### config.mk
export PLATFORM = sky130hd
export DESIGN_NAME = tcw_ctrl
export DESIGN_NICKNAME = d
export VERILOG_FILES = /design/src/rtl/core/text_console_writer_unit_defines.svh /design/src/rtl/core/tcw_pkg.sv /design/src/rtl/core/tcw_ctrl.sv
export SDC_FILE = /design/constraint.sdc
export NUM_CORES = 1
export LEC_CHECK = 0
export BUFFER_PORTS_ARGS = -buffer_cell sky130_fd_sc_hd__buf_2
export CAP_MARGIN = 20
export CORE_AREA = 2 2 39 41
export CTS_BUF_LIST = sky130_fd_sc_hd__clkbuf_16
export CTS_CLUSTER_DIAMETER = 200
export DETAILED_ROUTE_END_ITERATION = 7
export DIE_AREA = 0 0 41 43
export PLACE_DENSITY = 0.43
export SYNTH_ARGS = -nofsm -noshare
export SYNTH_HDL_FRONTEND = slang
export SYNTH_SLANG_ARGS = --single-unit
### constraint.sdc
create_clock -name clk -period 1.5 [get_ports clk]
set_clock_uncertainty 0.1 [all_clocks]
set_input_delay 0.225 -clock clk [delete_from_list [all_inputs] [get_ports clk]]
set_output_delay 0.225 -clock clk [all_outputs]
set_load 0.005 [all_outputs]
### src/rtl/core/text_console_writer_unit_defines.svh
// ----------------------------------------------------------------------------
// text_console_writer_unit_defines.svh
// Assertion macros shared by the text console writer.
// Each macro expects signals named clk and rst_n in the scope where it is used.
// ----------------------------------------------------------------------------
`ifndef TEXT_CONSOLE_WRITER_UNIT_DEFINES_SVH
`define TEXT_CONSOLE_WRITER_UNIT_DEFINES_SVH

// Same-cycle implication, held off during reset.
`define TCW_ASSERT_IMP(name, ante, cons, msg) \
    name: assert property (@(posedge clk) disable iff (!rst_n) (ante) |-> (cons)) \
        else $error(msg);

// Next-cycle implication, held off during reset.
`define TCW_ASSERT_NXT(name, ante, cons, msg) \
    name: assert property (@(posedge clk) disable iff (!rst_n) (ante) |=> (cons)) \
        else $error(msg);

`endif

### src/rtl/core/tcw_pkg.sv
// ----------------------------------------------------------------------------
// tcw_pkg
// Shared constants, types and codes of the text console writer.
// ----------------------------------------------------------------------------
package tcw_pkg;

    // Screen geometry
    localparam int COLS          = 80;
    localparam int ROWS          = 60;
    localparam int CELLS         = COLS * ROWS;
    localparam int LAST_ROW_BASE = (ROWS - 1) * COLS;

    localparam int ADDR_W = $clog2(CELLS);
    localparam int CNT_W  = $clog2(CELLS + 1);
    localparam int COL_W  = $clog2(COLS);
    localparam int ROW_W  = $clog2(ROWS);

    // Field widths
    localparam int ACTION_W = 2;
    localparam int CHAR_W   = 8;
    localparam int ATTR_W   = 8;
    localparam int POS_W    = 13;
    localparam int DATA_W   = 16;

    // Action codes
    localparam logic [ACTION_W-1:0] ACT_PUT   = 2'd0;
    localparam logic [ACTION_W-1:0] ACT_CLEAR = 2'd1;
    localparam logic [ACTION_W-1:0] ACT_READ  = 2'd2;

    // Character codes and blank cell
    localparam logic [CHAR_W-1:0] CH_NEWLINE   = 8'd10;
    localparam logic [CHAR_W-1:0] CH_BACKSPACE = 8'd8;
    localparam logic [CHAR_W-1:0] CH_SPACE     = 8'h20;
    localparam logic [ATTR_W-1:0] ATTR_BLANK   = 8'h07;
    localparam logic [DATA_W-1:0] BLANK_CELL   = {ATTR_BLANK, CH_SPACE};

    typedef enum logic [2:0] {
        ST_INIT,
        ST_IDLE,
        ST_EXEC,
        ST_CLEAR,
        ST_SCROLL,
        ST_DONE
    } state_t;

    // Controller to datapath
    typedef struct packed {
        logic in_ready;
        logic exec;
        logic sweep_clear;
        logic sweep_scroll;
        logic load_out;
    } ctrl_cmd_t;

    // Datapath to controller
    typedef struct packed {
        logic                in_valid;
        logic [ACTION_W-1:0] act;
        logic                need_scroll;
        logic                sweep_done;
        logic                out_free;
    } ctrl_sts_t;

endpackage

### src/rtl/core/tcw_ctrl.sv
// ----------------------------------------------------------------------------
// tcw_ctrl
// Sequencer: item accept, execute, store sweeps and result hand-off.
// ----------------------------------------------------------------------------
module tcw_ctrl (
    input  logic                  clk,
    input  logic                  rst_n,
    input  tcw_pkg::ctrl_sts_t    sts,
    output tcw_pkg::ctrl_cmd_t    cmd
);

    import tcw_pkg::*;

    state_t state_reg;
    state_t state_next;
    logic   finish_now;

    // Item completes in the execute cycle unless it needs a sweep or the output register is not free
    assign finish_now = !(sts.act == ACT_CLEAR) &&
                        !((sts.act == ACT_PUT) && sts.need_scroll);

    always_ff @(posedge clk or negedge rst_n)
    begin
        if (!rst_n)
        begin
            state_reg <= ST_INIT;
        end
        else
        begin
            state_reg <= state_next;
        end
    end

    always_comb
    begin
        state_next = state_reg;
        case (state_reg)
            ST_INIT:
            begin
                if (sts.sweep_done)
                begin
                    state_next = ST_IDLE;
                end
            end
            ST_IDLE:
            begin
                if (sts.in_valid)
                begin
                    state_next = ST_EXEC;
                end
            end
            ST_EXEC:
            begin
                if (sts.act == ACT_CLEAR)
                begin
                    state_next = ST_CLEAR;
                end
                else if ((sts.act == ACT_PUT) && sts.need_scroll)
                begin
                    state_next = ST_SCROLL;
                end
                else if (sts.out_free)
                begin
                    state_next = ST_IDLE;
                end
                else
                begin
                    state_next = ST_DONE;
                end
            end
            ST_CLEAR,
            ST_SCROLL:
            begin
                if (sts.sweep_done)
                begin
                    state_next = ST_DONE;
                end
            end
            ST_DONE:
            begin
                if (sts.out_free)
                begin
                    state_next = ST_IDLE;
                end
            end
            default:
            begin
                state_next = ST_IDLE;
            end
        endcase
    end

    always_comb
    begin
        cmd = '0;
        case (state_reg)
            ST_INIT:
            begin
                cmd.sweep_clear = 1'b1;
            end
            ST_IDLE:
            begin
                cmd.in_ready = 1'b1;
            end
            ST_EXEC:
            begin
                cmd.exec     = 1'b1;
                cmd.load_out = finish_now && sts.out_free;
            end
            ST_CLEAR:
            begin
                cmd.sweep_clear = 1'b1;
            end
            ST_SCROLL:
            begin
                cmd.sweep_scroll = 1'b1;
            end
            ST_DONE:
            begin
                cmd.load_out = sts.out_free;
            end
            default:
            begin
                cmd = '0;
            end
        endcase
    end

endmodule

==> results.md <==
* Post-Synthesis Cell Area at 305 um2
* Worst Path Arrival at 1.16 ns
* Clk slew on worst S/H paths at 0.03 ns
* TritonCTS Buffers at 3
* CP Capture Type: output port
* CTS tree: done
* Layout cells sized above 1 at 49.1%
* Detail Route Antenna Nets at 0
* Top Layer Used: met3
* Yosys cell types at 17
* Synth-to-layout area growth at 64.3%
* Syn Area/Cell at 9.54 um2
* Yosys warning count at 0
* Initial drt markers at 2
* Root Buffer Master: clkbuf_16
* Fraction of the yosys area taken by sequential cells at 24.6%
* Max Cap Viol at 0
* Worst Path Max Fanout at 5
* Largest net degree at the start of global routing at 10
* Worst hold path type: in2reg
* Most frequent cells in the layout: 12 x buf_2, 5 x buf_4
* Vias at 297
* Syn Inst Count at 32
* Path type of the worst setup path: reg2out
* Die Span X at 41 um
* Post-DR wirelength/cell at 9.99 um
* Max reg flops at 3
* Number of diodes at 0
* Clock buffer depth at 2
* Maximum VDD drop at 0.517 mV
* Initial Util at 22.1%
* Worst skew pair latency at 0.22 ns
* Global Route Usage Sum at 9.06%
* Final hold viol count at 0
* Crit path required time at 1.17 ns
* Number of port buffers at 12
* Setup TNS at 0 ns
* Critical path origin: state_reg[0]
* Final Util at 36.3%
* Tcrit/Tclk final at 98.7%
* Nets at 62
* Worst slew margin at 78.5%
* Number of H-tree levels at 1
* Met3 routed WL at 39 um
* Core ar. at 0.00138 mm2
* Post-layout min period at 1.48 ns
* Syn_nets at 40
* Dpl hpwl at 505 um
* Static Leak at 0.244 nW
* RePlAce Congestion at 0.721
* # clock sinks at 3
* Critical R2R Launch: state_reg[0]
* Initial antenna violation count at 0
* Flops & latches, synth at 3
* WL final at 689 um
* Most common cell after layout, fill and taps aside: buf_2
* Die area at 0.00176 mm2
* Setup-failing EPs final at 0
* Worst Max-Slew Pin Slew at 0.321 ns
* First-pass GRT wire length at 1040 um
* RSZ-0062 raised after global routing: yes
* Number of global-route vias before repair at 270
* First drt pass iteration count at 2
* Pwr dens at 2160 mW/mm2
* I/O pin cnt at 13
* Critical path startpoint category: flop
* M1 WL at 292 um
* GRT overflow at 0
* Status: finished clean
* Num rows at 14
* Hold_sp: sts[5]
* Metal2 WL at 357 um
* Post-route DRC at 0
* Die height at 43 um
* Via/cell ratio at 4.30
* Final Max Slew Viols at 0
* Peak Freq at 0.675 GHz
## logic make-up after synthesis
logic type / Yosys count / synth area share [%]
buffers and inverters: 4 / 9.84
AO/OA/AOI/OAI: 9 / 21.3
XOR/XNOR: 1 / 2.87
multiplexers: 3 / 9.84
AND/OR/NAND/NOR: 12 / 31.6
flip-flops: 3 / 24.6
## synthesized netlist by cell type
library cell / number / share of area [%]
nor2b_4: 1 / 4.5
o221ai_2: 1 / 4.9
a21boi_0: 1 / 2.5
inv_1: 2 / 2.5
nor3b_1: 3 / 7.4
dfrtp_1: 3 / 25
o21ai_0: 2 / 3.3
nand3b_1: 2 / 4.9
a21oi_1: 3 / 4.9
nor3b_4: 1 / 6.1
and2b_2: 1 / 2.9
a2bb2oi_1: 2 / 5.7
buf_6: 2 / 7.4
mux2i_1: 3 / 9.8
nor2_1: 3 / 3.7
nor2b_1: 1 / 2.1
xor2_1: 1 / 2.9
## stage by stage
| stage | total power, mW | hold WS [ns] | setup WS (ns) | area (um2) | std cells |
|---|---|---|---|---|---|
| 3_5_place_dp | 0.642 | -0.0778 | 0.165 | 400 | 63 |
| 6_report | 1.09 | 0.205 | 0.0188 | 502 | 69 |
| 5_1_grt | 1.17 | 0.219 | -0.0287 | 502 | 69 |
| 3_3_place_gp | 0.652 | -0.0778 | 0.176 | 400 | 63 |
| 2_1_floorplan | 0.505 | -0.171 | 0.168 | 305 | 32 |
| 4_1_cts | 1.09 | 0.210 | 0.00565 | 498 | 69 |
## metal layers
metal  GRT usage [%]  up-vias
met2            13.8        7
met1            10.1      135
met5               0        -
met3            1.57        0
met4            8.00        0
li1                -      155
## where the power goes
group / leakage [nW] / internal [mW] / switching, mW
logic: 0.166 / 0.306 / 0.204
registers: 0.0358 / 0.120 / 0.0423
clock network: 0.0423 / 0.343 / 0.0699
total: 0.244 / 0.769 / 0.316
## final cells by class
type / instances / area (um2)
inverters: 2 / 7.51
fillers: 150 / 882
clock buffers: 3 / 75.1
multi-input cells: 25 / 200
flip-flops and latches: 3 / 76.3
clock inverters: 1 / 3.75
well taps: 16 / 20.0
repair buffers: 19 / 119
## final timing paths
| check | endpoint | slack [ns] | cells past startpoint |
|---|---|---|---|
| setup / recovery | cmd[0] | 0.02 | 4 |
| hold / removal | state_reg[1] | 0.21 | 3 |
| setup reg to reg | state_reg[2] | 0.26 | 4 |
| hold reg to reg | state_reg[1] | 0.56 | 2 |
| max in group asynchronous | state_reg[0] | 0.95 | 2 |
| min in group asynchronous | state_reg[1] | 0.24 | 2 |
## worst max-delay path, cell delays in order, from the launching register on
cell and delay, ns:
dfrtp_2 0.43, nor3b_4 0.18, o21ai_1 0.08, a21oi_1 0.11
buf_2 0.12
## what timing repair did
item | 4_1_cts | 5_1_grt
setup endpoints to repair | 1 | 2
buffers inserted | 1 | 0
resized for setup | 2 | 1
pin swaps | 2 | 0
hold endpoints to repair | 3 | 0
hold buffers | 1 | 0
No activity file was read; power rests on OpenSTA's default activity.
